<file path="src/hw/rtl/blue_dominance_frame_detector_assert.svh">
// Assertion macros for the blue dominance frame detector.
`ifndef BLUE_DOMINANCE_FRAME_DETECTOR_ASSERT_SVH
`define BLUE_DOMINANCE_FRAME_DETECTOR_ASSERT_SVH

`ifndef SYNTHESIS

`define BDFD_ASSERT_IMPL(label, clk, rst, ante, cons) \
  label: assert property (@(posedge clk) disable iff (rst) (ante) |-> (cons)) \
    else $error("bdfd assertion failed");

`define BDFD_ASSERT_NEXT(label, clk, rst, ante, cons) \
  label: assert property (@(posedge clk) disable iff (rst) (ante) |=> (cons)) \
    else $error("bdfd assertion failed");

`else

`define BDFD_ASSERT_IMPL(label, clk, rst, ante, cons)

`define BDFD_ASSERT_NEXT(label, clk, rst, ante, cons)

`endif

`endif

</file>
<file path="src/hw/rtl/bdfd_pkg.sv">
// Shared types and constants of the blue dominance frame detector.
package bdfd_pkg;

  localparam int COUNT_WIDTH_DEF    = 22;
  localparam int CERT_FRAC_BITS_DEF = 16;

  localparam int FULL_SCALE = 255;
  localparam int S_W        = 17;

  localparam int QUEUE_DEPTH = 4;
  localparam int QUEUE_AW    = $clog2(QUEUE_DEPTH);
  localparam int QUEUE_CW    = $clog2(QUEUE_DEPTH + 1);

  localparam logic [1:0] CLS_NONE = 2'd0;
  localparam logic [1:0] CLS_ONE  = 2'd1;
  localparam logic [1:0] CLS_TWO  = 2'd2;

  typedef struct packed {
    logic [S_W-1:0] ssq;
    logic [1:0]     cls;
    logic           last;
  } pix_t;

endpackage

</file>
<file path="src/hw/rtl/bdfd_front.sv">
// Front end: accepts pixels, forms the sum of positive squared differences.
module bdfd_front (
  input  logic              clk,
  input  logic              rst,
  input  logic              in_valid,
  output logic              in_ready,
  input  logic [7:0]        red,
  input  logic [7:0]        green,
  input  logic [7:0]        blue,
  input  logic              last_pixel,
  output logic              push_valid,
  input  logic              push_ready,
  output bdfd_pkg::pix_t    push_data
);

  localparam int SW = bdfd_pkg::S_W;

  logic        pos1;
  logic        pos2;
  logic [7:0]  d1;
  logic [7:0]  d2;
  logic [15:0] sq1;
  logic [15:0] sq2;
  logic [SW-1:0] ssq;
  logic [1:0]  cls;
  logic        hold_valid;
  bdfd_pkg::pix_t hold;

  always_comb begin
    pos1 = blue > red;
    pos2 = blue > green;
    d1   = pos1 ? (blue - red) : 8'd0;
    d2   = pos2 ? (blue - green) : 8'd0;
    sq1  = d1 * d1;
    sq2  = d2 * d2;
    ssq  = SW'(sq1) + SW'(sq2);
    if (pos1 && pos2) begin
      cls = bdfd_pkg::CLS_TWO;
    end else if (pos1 || pos2) begin
      cls = bdfd_pkg::CLS_ONE;
    end else begin
      cls = bdfd_pkg::CLS_NONE;
    end
  end

  assign in_ready   = !hold_valid || push_ready;
  assign push_valid = hold_valid;
  assign push_data  = hold;

  always_ff @(posedge clk) begin
    if (rst) begin
      hold_valid <= 1'b0;
    end else if (in_valid && in_ready) begin
      hold_valid <= 1'b1;
    end else if (push_ready) begin
      hold_valid <= 1'b0;
    end
  end

  always_ff @(posedge clk) begin
    if (in_valid && in_ready) begin
      hold.ssq  <= ssq;
      hold.cls  <= cls;
      hold.last <= last_pixel;
    end
  end

endmodule

</file>
<file path="src/hw/rtl/bdfd_fifo.sv">
// Short queue of classified pixel words between front and back.
module bdfd_fifo (
  input  logic           clk,
  input  logic           rst,
  input  logic           push_valid,
  output logic           push_ready,
  input  bdfd_pkg::pix_t push_data,
  output logic           pop_valid,
  input  logic           pop_ready,
  output bdfd_pkg::pix_t pop_data
);

  `include "blue_dominance_frame_detector_assert.svh"

  localparam int DEPTH = bdfd_pkg::QUEUE_DEPTH;
  localparam int AW    = bdfd_pkg::QUEUE_AW;
  localparam int CW    = bdfd_pkg::QUEUE_CW;

  bdfd_pkg::pix_t  mem [DEPTH];
  logic [AW-1:0]   wr_ptr;
  logic [AW-1:0]   rd_ptr;
  logic [CW-1:0]   count;
  logic            do_push;
  logic            do_pop;

  assign push_ready = count != CW'(DEPTH);
  assign pop_valid  = count != '0;
  assign pop_data   = mem[rd_ptr];
  assign do_push    = push_valid && push_ready;
  assign do_pop     = pop_valid && pop_ready;

  always_ff @(posedge clk) begin
    if (rst) begin
      wr_ptr <= '0;
      rd_ptr <= '0;
      count  <= '0;
    end else begin
      if (do_push) begin
        wr_ptr <= wr_ptr + AW'(1);
      end
      if (do_pop) begin
        rd_ptr <= rd_ptr + AW'(1);
      end
      if (do_push && !do_pop) begin
        count <= count + CW'(1);
      end else if (do_pop && !do_push) begin
        count <= count - CW'(1);
      end
    end
  end

  always_ff @(posedge clk) begin
    if (do_push) begin
      mem[wr_ptr] <= push_data;
    end
  end

  `BDFD_ASSERT_IMPL(a_fifo_bound, clk, rst, 1'b1, count <= CW'(DEPTH))
  `BDFD_ASSERT_NEXT(a_fifo_fill, clk, rst, do_push && !do_pop, count != '0)

endmodule

</file>
<file path="src/hw/rtl/bdfd_cert.sv">
// Certainty unit: square root of the scaled squared difference, then multiply by 1/255.
module bdfd_cert #(
  parameter int CERT_FRAC_BITS = bdfd_pkg::CERT_FRAC_BITS_DEF
) (
  input  logic                    clk,
  input  logic                    rst,
  input  logic                    pix_valid,
  output logic                    pix_ready,
  input  bdfd_pkg::pix_t          pix,
  output logic                    cert_valid,
  input  logic                    cert_ready,
  output logic [CERT_FRAC_BITS:0] cert,
  output logic                    cert_last
);

  `include "blue_dominance_frame_detector_assert.svh"

  localparam int F     = CERT_FRAC_BITS;
  localparam int SW    = bdfd_pkg::S_W;
  localparam int E1    = 2 * F + 2;
  localparam int E2    = 2 * F + 1;
  localparam int YW    = 2 * F + 18;
  localparam int RTW   = F + 9;
  localparam int SH    = RTW + 8;
  localparam int KW    = F + 10;
  localparam int PW    = RTW + KW;
  localparam int MW    = F + 2;
  localparam int CW    = F + 1;
  localparam int CNT_W = $clog2(RTW + 1);
  localparam longint unsigned FS    = longint'(bdfd_pkg::FULL_SCALE);
  localparam longint unsigned RECIP = ((64'd1 << SH) + FS - 64'd1) / FS;
  localparam logic [KW-1:0]   K     = KW'(RECIP);

  localparam logic [1:0] ST_IDLE  = 2'd0;
  localparam logic [1:0] ST_SQRT  = 2'd1;
  localparam logic [1:0] ST_SCALE = 2'd2;
  localparam logic [1:0] ST_DONE  = 2'd3;

  logic [1:0]       state;
  logic [CNT_W-1:0] cnt;
  logic [YW-1:0]    v;
  logic [YW-1:0]    res;
  logic [YW-1:0]    probe;
  logic [CW-1:0]    cert_q;
  logic             last_q;

  logic [YW:0]      trial;
  logic             take;
  logic [YW-1:0]    res_next;
  logic [PW-1:0]    prod;
  logic [MW-1:0]    m_inc;

  // root/255 by reciprocal, exact for any root below 2^RTW
  always_comb begin
    trial    = {1'b0, res} + {1'b0, probe};
    take     = {1'b0, v} >= trial;
    res_next = take ? ((res >> 1) + probe) : (res >> 1);
    prod     = PW'(res[RTW-1:0]) * PW'(K);
    m_inc    = prod[SH +: MW] + MW'(1);
  end

  assign pix_ready  = state == ST_IDLE;
  assign cert_valid = state == ST_DONE;
  assign cert       = cert_q;
  assign cert_last  = last_q;

  always_ff @(posedge clk) begin
    if (rst) begin
      state <= ST_IDLE;
      cnt   <= '0;
    end else begin
      unique case (state)
        ST_IDLE: begin
          if (pix_valid) begin
            last_q <= pix.last;
            if (pix.cls == bdfd_pkg::CLS_NONE) begin
              cert_q <= '0;
              state  <= ST_DONE;
            end else begin
              res   <= '0;
              probe <= {2'b01, {(YW-2){1'b0}}};
              cnt   <= CNT_W'(RTW);
              state <= ST_SQRT;
              if (pix.cls == bdfd_pkg::CLS_ONE) begin
                v <= {pix.ssq[SW-2:0], {E1{1'b0}}};
              end else begin
                v <= {pix.ssq, {E2{1'b0}}};
              end
            end
          end
        end
        ST_SQRT: begin
          if (take) begin
            v <= v - trial[YW-1:0];
          end
          res   <= res_next;
          probe <= probe >> 2;
          if (cnt == CNT_W'(1)) begin
            state <= ST_SCALE;
          end else begin
            cnt <= cnt - CNT_W'(1);
          end
        end
        ST_SCALE: begin
          cert_q <= m_inc[MW-1:1];
          state  <= ST_DONE;
        end
        ST_DONE: begin
          if (cert_ready) begin
            state <= ST_IDLE;
          end
        end
        default: state <= ST_IDLE;
      endcase
    end
  end

  `BDFD_ASSERT_IMPL(a_cert_cnt, clk, rst, state == ST_SQRT, cnt != '0)
  `BDFD_ASSERT_NEXT(a_cert_sqrt_end, clk, rst, state == ST_SQRT && cnt == CNT_W'(1), state == ST_SCALE)

endmodule

</file>
<file path="src/hw/rtl/bdfd_accum.sv">
// Back end: saturating certainty sum and pixel count, frame decision, result register.
module bdfd_accum #(
  parameter int COUNT_WIDTH    = bdfd_pkg::COUNT_WIDTH_DEF,
  parameter int CERT_FRAC_BITS = bdfd_pkg::CERT_FRAC_BITS_DEF
) (
  input  logic                    clk,
  input  logic                    rst,
  input  logic                    cert_valid,
  output logic                    cert_ready,
  input  logic [CERT_FRAC_BITS:0] cert,
  input  logic                    cert_last,
  input  logic [CERT_FRAC_BITS:0] threshold,
  output logic                    out_valid,
  input  logic                    out_ready,
  output logic                    detected,
  output logic [COUNT_WIDTH:0]    pixel_count,
  output logic                    overflow
);

  `include "blue_dominance_frame_detector_assert.svh"

  localparam int SUMW = COUNT_WIDTH + CERT_FRAC_BITS + 1;
  localparam int CNW  = COUNT_WIDTH + 1;
  localparam int PW   = SUMW + 1;

  localparam logic [1:0] ST_ACC = 2'd0;
  localparam logic [1:0] ST_MUL = 2'd1;
  localparam logic [1:0] ST_CMP = 2'd2;

  logic [1:0]      state;
  logic [SUMW-1:0] sum;
  logic [CNW-1:0]  count;
  logic            flag;
  logic [PW-1:0]   prod;
  logic [SUMW:0]   sum_add;
  logic            take_cert;
  logic            emit;

  assign cert_ready = state == ST_ACC;
  assign take_cert  = cert_valid && cert_ready;
  assign emit       = state == ST_CMP && (!out_valid || out_ready);
  assign sum_add    = {1'b0, sum} + (SUMW + 1)'(cert);

  always_ff @(posedge clk) begin
    if (rst) begin
      state     <= ST_ACC;
      sum       <= '0;
      count     <= '0;
      flag      <= 1'b0;
      out_valid <= 1'b0;
    end else begin
      if (emit) begin
        out_valid <= 1'b1;
      end else if (out_ready) begin
        out_valid <= 1'b0;
      end
      unique case (state)
        ST_ACC: begin
          if (take_cert) begin
            if (!count[COUNT_WIDTH]) begin
              count <= count + CNW'(1);
            end
            if (sum_add[SUMW]) begin
              sum <= '1;
            end else begin
              sum <= sum_add[SUMW-1:0];
            end
            if (count[COUNT_WIDTH] || sum_add[SUMW]) begin
              flag <= 1'b1;
            end
            if (cert_last) begin
              state <= ST_MUL;
            end
          end
        end
        ST_MUL: begin
          state <= ST_CMP;
        end
        ST_CMP: begin
          if (emit) begin
            sum   <= '0;
            count <= '0;
            flag  <= 1'b0;
            state <= ST_ACC;
          end
        end
        default: state <= ST_ACC;
      endcase
    end
  end

  always_ff @(posedge clk) begin
    if (state == ST_MUL) begin
      prod <= PW'(threshold) * PW'(count);
    end
    if (emit) begin
      detected    <= {1'b0, sum} > prod;
      pixel_count <= count;
      overflow    <= flag;
    end
  end

  `BDFD_ASSERT_NEXT(a_acc_last, clk, rst, take_cert && cert_last, state == ST_MUL)
  `BDFD_ASSERT_NEXT(a_acc_clear, clk, rst, emit, out_valid && count == '0 && sum == '0 && !flag)

endmodule

</file>
<file path="src/hw/rtl/blue_dominance_frame_detector.sv">
// Top level of the blue dominance frame detector.
// The front end takes one pixel word per cycle into a four-word queue while
// the queue has room; the certainty unit behind it works on one pixel at a
// time. A pixel with no positive blue difference goes straight to the done
// state there; any other passes through the two-bits-per-cycle square root
// of the scaled squared difference and then the reciprocal multiply by
// 1/255. The last pixel of a frame is followed by the threshold multiply
// and then the compare before the result word is registered. The
// accumulator keeps working while a result word waits to be taken. The
// threshold resets to one half and is written through the cfg port, which
// is always ready.
module blue_dominance_frame_detector #(
  parameter int COUNT_WIDTH    = bdfd_pkg::COUNT_WIDTH_DEF,
  parameter int CERT_FRAC_BITS = bdfd_pkg::CERT_FRAC_BITS_DEF
) (
  input  logic                    clk,
  input  logic                    rst,
  input  logic                    cfg_valid,
  output logic                    cfg_ready,
  input  logic [CERT_FRAC_BITS:0] cfg_data,
  input  logic                    in_valid,
  output logic                    in_ready,
  input  logic [7:0]              red,
  input  logic [7:0]              green,
  input  logic [7:0]              blue,
  input  logic                    last_pixel,
  output logic                    out_valid,
  input  logic                    out_ready,
  output logic                    detected,
  output logic [COUNT_WIDTH:0]    pixel_count,
  output logic                    overflow
);

  logic [CERT_FRAC_BITS:0] threshold;

  logic            push_valid;
  logic            push_ready;
  bdfd_pkg::pix_t  push_data;
  logic            pop_valid;
  logic            pop_ready;
  bdfd_pkg::pix_t  pop_data;
  logic            cert_valid;
  logic            cert_ready;
  logic [CERT_FRAC_BITS:0] cert;
  logic            cert_last;

  assign cfg_ready = 1'b1;

  always_ff @(posedge clk) begin
    if (rst) begin
      threshold <= {2'b01, {(CERT_FRAC_BITS-1){1'b0}}};
    end else if (cfg_valid && cfg_ready) begin
      threshold <= cfg_data;
    end
  end

  bdfd_front u_front (
    .clk        (clk),
    .rst        (rst),
    .in_valid   (in_valid),
    .in_ready   (in_ready),
    .red        (red),
    .green      (green),
    .blue       (blue),
    .last_pixel (last_pixel),
    .push_valid (push_valid),
    .push_ready (push_ready),
    .push_data  (push_data)
  );

  bdfd_fifo u_fifo (
    .clk        (clk),
    .rst        (rst),
    .push_valid (push_valid),
    .push_ready (push_ready),
    .push_data  (push_data),
    .pop_valid  (pop_valid),
    .pop_ready  (pop_ready),
    .pop_data   (pop_data)
  );

  bdfd_cert #(
    .CERT_FRAC_BITS (CERT_FRAC_BITS)
  ) u_cert (
    .clk        (clk),
    .rst        (rst),
    .pix_valid  (pop_valid),
    .pix_ready  (pop_ready),
    .pix        (pop_data),
    .cert_valid (cert_valid),
    .cert_ready (cert_ready),
    .cert       (cert),
    .cert_last  (cert_last)
  );

  bdfd_accum #(
    .COUNT_WIDTH    (COUNT_WIDTH),
    .CERT_FRAC_BITS (CERT_FRAC_BITS)
  ) u_accum (
    .clk         (clk),
    .rst         (rst),
    .cert_valid  (cert_valid),
    .cert_ready  (cert_ready),
    .cert        (cert),
    .cert_last   (cert_last),
    .threshold   (threshold),
    .out_valid   (out_valid),
    .out_ready   (out_ready),
    .detected    (detected),
    .pixel_count (pixel_count),
    .overflow    (overflow)
  );

endmodule
</file>
<file path="config.mk">
export PLATFORM = sky130hd
export DESIGN_NAME = blue_dominance_frame_detector
export DESIGN_NICKNAME = d
export VERILOG_FILES = /design/src/hw/rtl/bdfd_pkg.sv /design/src/hw/rtl/bdfd_front.sv /design/src/hw/rtl/bdfd_fifo.sv /design/src/hw/rtl/bdfd_cert.sv /design/src/hw/rtl/bdfd_accum.sv /design/src/hw/rtl/blue_dominance_frame_detector.sv
export VERILOG_INCLUDE_DIRS = /design/src /design/src/hw/rtl
export SDC_FILE = /design/constraint.sdc
export NUM_CORES = 2
export LEC_CHECK = 0
export CAP_MARGIN = 30
export CORE_ASPECT_RATIO = 2
export CORE_MARGIN = 8
export CORE_UTILIZATION = 40
export CTS_CLUSTER_SIZE = 16
export DETAILED_ROUTE_END_ITERATION = 7
export DONT_BUFFER_PORTS = 1
export PLACE_DENSITY_LB_ADDON = 0.15
export SLEW_MARGIN = 20
export SYNTH_ARGS = -nofsm -noshare
export SYNTH_HDL_FRONTEND = slang
export SYNTH_SLANG_ARGS = --single-unit
</file>
<file path="constraint.sdc">
create_clock -name clk -period 13.18 [get_ports clk]
set_input_delay 2.636 -clock clk [delete_from_list [all_inputs] [get_ports clk]]
set_output_delay 2.636 -clock clk [all_outputs]
set_load 0.05 [all_outputs]
</file>
Yosys cells after proc, flatten, opt, wreduce, memory -nomap -nowiden
Memories as Yosys holds them, arrays and structs flattened. A register that Yosys moved wholly into a read port is not among the register bits.
Cells that the tools add are included.

operators by class
  $mul = 4
  muxes and demuxes = 53
  bitwise gates (word level) = 1
  eq/ne operators = 20
  reduce and logical (&&, ||, !) cells = 36
  magnitude comparators = 4
  add/subtract/negate cells = 14
  shifts and indexed selects = 0
  divide/modulo/power cells = 0

operators by type and width
  cell                                                                   count
  50-bit two-way mux                                                     9
  50-bit one-hot mux with 2 select lines                                 3
  39-bit two-way mux                                                     3
  39-bit one-hot mux with 2 select lines                                 1
  23-bit two-way mux                                                     3
  50-bit by 50-bit adder with 51-bit output                              1
  50-bit by 51-bit >= comparator with 1-bit output                       1
  25-bit by 26-bit multiplier with 51-bit output, second input constant  1
  49-bit by 50-bit adder with 50-bit output                              1
  50-bit subtractor                                                      1
  23-bit one-hot mux with 2 select lines                                 1
  39-bit by 17-bit adder with 40-bit output                              1
  39-bit by 40-bit greater-than comparator with 1-bit output             1
  17-bit by 23-bit multiplier with 40-bit output                         1
  17-bit two-way mux                                                     2
  17-bit one-hot mux with 2 select lines                                 1
  8-bit by 8-bit multiplier with 16-bit output                           2
  23-bit by 1-bit adder with 23-bit output, second input constant        1
  4-bit AND reduction                                                    5
  18-bit by 1-bit adder with 18-bit output, second input constant        1
  2-bit two-way mux                                                      9
  16-bit by 16-bit adder with 17-bit output                              1
  8-bit greater-than comparator                                          2
  8-bit two-way mux                                                      2
  27 further kinds                                                       78

word-level totals
  bits of input ports = 47
  memory bits (writable) = 80
  register bits = 351
  bits in read-only memories = 0
  latch bits = 0
  memories = 1

memories
  name        words  width  read ports  clocked after Yosys merged registers in  wr ports  RTL line         text
  u_fifo.mem  4      20     1           1                                        1         bdfd_fifo.sv:19  bdfd_pkg::pix_t mem [DEPTH];

Logic depth before layout (Yosys ltp)
  depth after elaboration = 6
  depth in mapped cells = 37
  depth with buffers taken out = 37

Hierarchy
From an unflattened synthesis, not the netlist that was laid out.

unflattened totals
  cell total of the unflattened synthesis = 4930
  area total of the unflattened synthesis = 46374.5 sq um

modules (own cells, without submodules)
  module                         sequential area each (sq um)  area an instance (sq um)  cells each  times used
  bdfd_accum                     3273.1                        19787.7                   2238        1
  bdfd_cert                      4434.3                        17545.6                   1946        1
  bdfd_front                     620.6                         5042.3                    537         1
  bdfd_fifo                      2582.5                        3370.7                    152         1
  blue_dominance_frame_detector  340.3                         628.1                     57          1

Least setup slack after synthesis
OpenSTA, ideal clock, no wires.

  kind = input to register
  start point = input rst
  end point = register u_cert.v[0], enable pin
  setup time = 534 ps
  buffers on the path = 1
  path slack = 2789 ps
  arrival time = 9857 ps
  cell stages on the path = 3
  path through = clkbuf_1 nor2_1 a21boi_0

between the ends
  word-level cells in the longest chain between the ends = 2

RTL lines
  item                           RTL line                             text
  from (decl)                    blue_dominance_frame_detector.sv:17  input logic rst,
  1-bit NOT (no line)            --
  5-bit AND reduction (no line)  --
  to (signal assigned)           bdfd_cert.sv:85                      v <= {pix.ssq[SW-2:0], {E1{1'b0}}};
  to (signal assigned)           bdfd_cert.sv:87                      v <= {pix.ssq, {E2{1'b0}}};
  to (signal assigned)           bdfd_cert.sv:94                      v <= v - trial[YW-1:0];
  to (decl)                      bdfd_cert.sv:41                      logic [YW-1:0] v;

No other way between the ends.
A chain may end at the register's enable or synchronous reset.

Worst setup path after layout
  start point = input blue[0]
  end point = register u_front.hold (netlist bit u_front.push_data[19]), data pin

between the ends
  word-level cells in the longest chain between the ends = 4
  elaborated cells on any way between the ends = 9
  classes of those cells = 3 x add/sub; 2 x mul; 2 x order compare; 2 x mux

RTL lines
  item                                                                    RTL line                             text
  from (decl)                                                             blue_dominance_frame_detector.sv:25  input logic [7:0] blue,
  8-bit subtractor (tied with other cells)                                bdfd_front.sv:32                     d1 = pos1 ? (blue - red) : 8'd0;
  8-bit two-way mux, on equally long branches                             bdfd_front.sv:32, bdfd_front.sv:33
  8-bit by 8-bit multiplier with 16-bit output, on equally long branches  bdfd_front.sv:34, bdfd_front.sv:35
  16-bit by 16-bit adder with 17-bit output *                             bdfd_front.sv:36                     ssq = SW'(sq1) + SW'(sq2);
  net u_front.ssq[16]                                                     bdfd_front.sv:24                     logic [SW-1:0] ssq;
  to (decl)                                                               bdfd_front.sv:27                     bdfd_pkg::pix_t hold;

The timed path passes the listed nets; every way through them passes the cells marked *.

==> out/results.ini <==
[run]
max_cap_viol_count=0

[sta]
finalSetupViolations=0
setup_tns_ns=0
finalCritPeriodShare=0.764
fmax_mhz=99.3
slew_violations=0
worst_clock_skew_ns=0.0275
rsz0062_at_grt=no
tightest_slew_ns=1.08
min_period_ns=10.07
hold_viol_final=0
whs_ns=0.444
slew_headroom=0.279

[logic_synthesis]
yosys-top-cells-area=edfxtp_1 21%, fa_1 19%, ha_1 15%, inv_1 5.6%, dfxtp_1 4.5%
syn_nets=5698
synth_edf_count=308
synth_ff_type=edfxtp_1
synth_top_area_cell=edfxtp_1
synth_top_area_frac=0.207
ys_ff_latch=408
yosys_warnings=0
synth_commonest_cells=670 x inv_1, 543 x ha_1, 447 x nand2_1
post-synth-top-count-cell=inv_1
syn_avg_cell_area_um2=9.53
syn-cell-area_um2=44600
synth_cells=4678
yosysUniqueCellTypes=89
synth.yosys.seq_area_share=0.252
async_reset_ff_frac=0

[worst_setup_path]
worstPathRequired_ns=13.49
cpMostUsedCell=fa_1
cp_slowest_cell=nor2b_1
cpPeakStageDelay_ns=0.55
crit_type=in -> reg
cp-start-kind=input pin
worstSetupEndpointType=flop
crit_path_max_fanout=10
worstPathArrival_ns=10.38

[pwr]
vdd_drop_max_mv=0.150
clock_power_share=0.132
combPwrFrac=0.663
leakage_uw=0.0219
p_int_uw=5030
netSwitchingFraction=0.477
seqPwrFrac=0.204
powerDensity_nw_per_um2=201
p_sw_uw=4600
fin_total_pwr_uw=9630

[global_route]
grtUsageTotal=0.204
grt_pass1_vias=36000
grt_antenna_before_repair=1
grt_overflow_total=0
grt_pass1_wl_um=197000
grt_max_degree=85

[detailed_routing]
drtPass1Iterations=6
drt-total-wl_um=125000
dr.first_iter.drc_count=1343
wire_per_inst_um=20.4
viasPerCell=5.35
ant_nets=0
via_count=32900
post-route-drc-count=0

[die]
boundaryPins=75
die-width_um=252
die_area_um2=123000
rows=173
die_height_um=488
initial_core_util=0.402
fp.coreArea_um2=111000

[clocking]
clk_pin_slew_ns=0.06
cts_resized=0
cts_buffer_depth=3
tritoncts=yes
h-tree-depth=2
clk_latency_ns=0.58
cts_root_buffer=clkbuf_16
post_cts.repair.setup_buffers=0
clock-sinks=408
hold_buffers=0
cts_buffers=44

[placement]
place_congestion=0.906
hpwl_um=100000
io_buffers=0
placed_area_um2=46400

[layout]
synthToLayoutAreaGrowth_pct=7.39
fillers=11100
multi_input_area_um2=30200
layout.area.seq_um2=11300
final_design_area_no_fill_um2=47900
n_antenna_cell=0
drive_gt1_frac=0.0480
nets=5649

[worst_hold_path]
hold_path.class=reg -> reg

[outcome]
status=complete, no violations

[per-layer routing]
layer  wire length [um]  part of all wire  vias to the layer above  GRT usage
li1                   -                 -                    15700          -
met3               3280             0.026                      266     0.0208
met4               6230             0.050                        0     0.0932
met2              73700              0.59                      562      0.431
met1              41900              0.33                    16400      0.188
met5                  0                 0                        -          0
[worst max-delay path: cells and delay by family]
family / cells / cell delay, ns
buf+inv: 5 / 0.49
simple gates: 5 / 1.22
xor+xnor: 1 / 0.08
fa+ha+maj: 9 / 4.08
compound gates: 12 / 1.86
[flip-flops by register name (all words and copies together) (netlist names), 2 cells and up, named ones only]
| signal | cells |
|---|---|
| u_cert.probe | 25 |
| u_fifo.wr_ptr | 2 |
| u_fifo.count | 3 |
| u_accum.pixel_count | 23 |
| u_accum.prod | 40 |
| u_cert.res | 50 |
| u_accum.state | 2 |
| u_cert.cert | 17 |
| u_accum.count | 23 |
| u_fifo.rd_ptr | 2 |
| u_cert.v | 50 |
| u_cert.state | 2 |
| u_accum.sum | 39 |
| u_front.push_data | 20 |
| u_fifo.mem | 80 |
| threshold | 17 |
| u_cert.cnt | 5 |
[cell families (layout without fill, tap and decap cells)]
family,count (synthesis),count (layout),synth area share
AND/OR/NAND/NOR,1320,1320,0.143
adder cells (fa/ha/maj),975,975,0.346
AO/OA/AOI/OAI,843,843,0.122
buffers and inverters,833,817,0.0703
flip-flops,408,408,0.252
XOR/XNOR,231,231,0.0454
multiplexers,67,67,0.0207
other,1,1,0.0000841
[cells in the final DEF, fill, tap and decap left out, types with 28 or more instances in the layout]
cell type / count
o21a_1: 31
dfxtp_1: 100
o21bai_1: 31
a21o_1: 108
xnor2_1: 147
o21ai_0: 182
inv_1: 669
a31oi_1: 56
nor2_1: 294
nor3_1: 40
a21oi_1: 238
fa_1: 430
mux2i_1: 44
a211oi_1: 28
clkbuf_16: 47
xor2_1: 84
nand2_1: 447
ha_1: 542
nand4_1: 55
edfxtp_1: 308
buf_4: 61
nand3_1: 60
nor2b_1: 47
and2_1: 209
nand2b_1: 47
[power by group through the flow]
stage	combinational [uW]	clock (uW)	sequential [uW]
2_1_floorplan	4850	0	1920
3_3_place_gp	6410	0	2000
3_5_place_dp	6430	0	2000
4_1_cts	6480	1320	1970
5_1_grt	7240	1360	2000
6_report	6390	1270	1970
[area by class of cell]
cell class              count  area share
clock inverters            17     0.00327
clock buffers              62      0.0270
flip-flops and latches    408       0.235
inverters                 670      0.0526
multi-input cells        3437       0.632
repair buffers             68      0.0116
well taps                1487      0.0389
[path summary, 6_finish.rpt]
check / slack, ns / to / cells past startpoint / start
max reg2reg: 5.05 / u_accum.prod[38]$_DFFE_PN_ / 25 / threshold[6]$_SDFFE_PP0P_
min: 0.44 / u_accum.overflow$_DFFE_PP_ / 0 / u_accum.flag$_SDFFE_PP0P_
min reg2reg: 0.44 / u_accum.overflow$_DFFE_PP_ / 0 / u_accum.flag$_SDFFE_PP0P_
max: 3.11 / u_front.push_data[19]$_DFFE_PP_ / 32 / blue[0]
[through the flow]
stage | setup slack, ns | std cells | util
after global routing | 2.61 | 6149 | 0.432
after global placement | 2.47 | 6063 | 0.418
after CTS | 3.04 | 6148 | 0.432
after floorplan | 2.79 | 4678 | -
after detailed placement | 2.43 | 6069 | 0.419
final | 3.11 | 6149 | 0.432
Note: power is estimated with default switching activity, not from simulation.
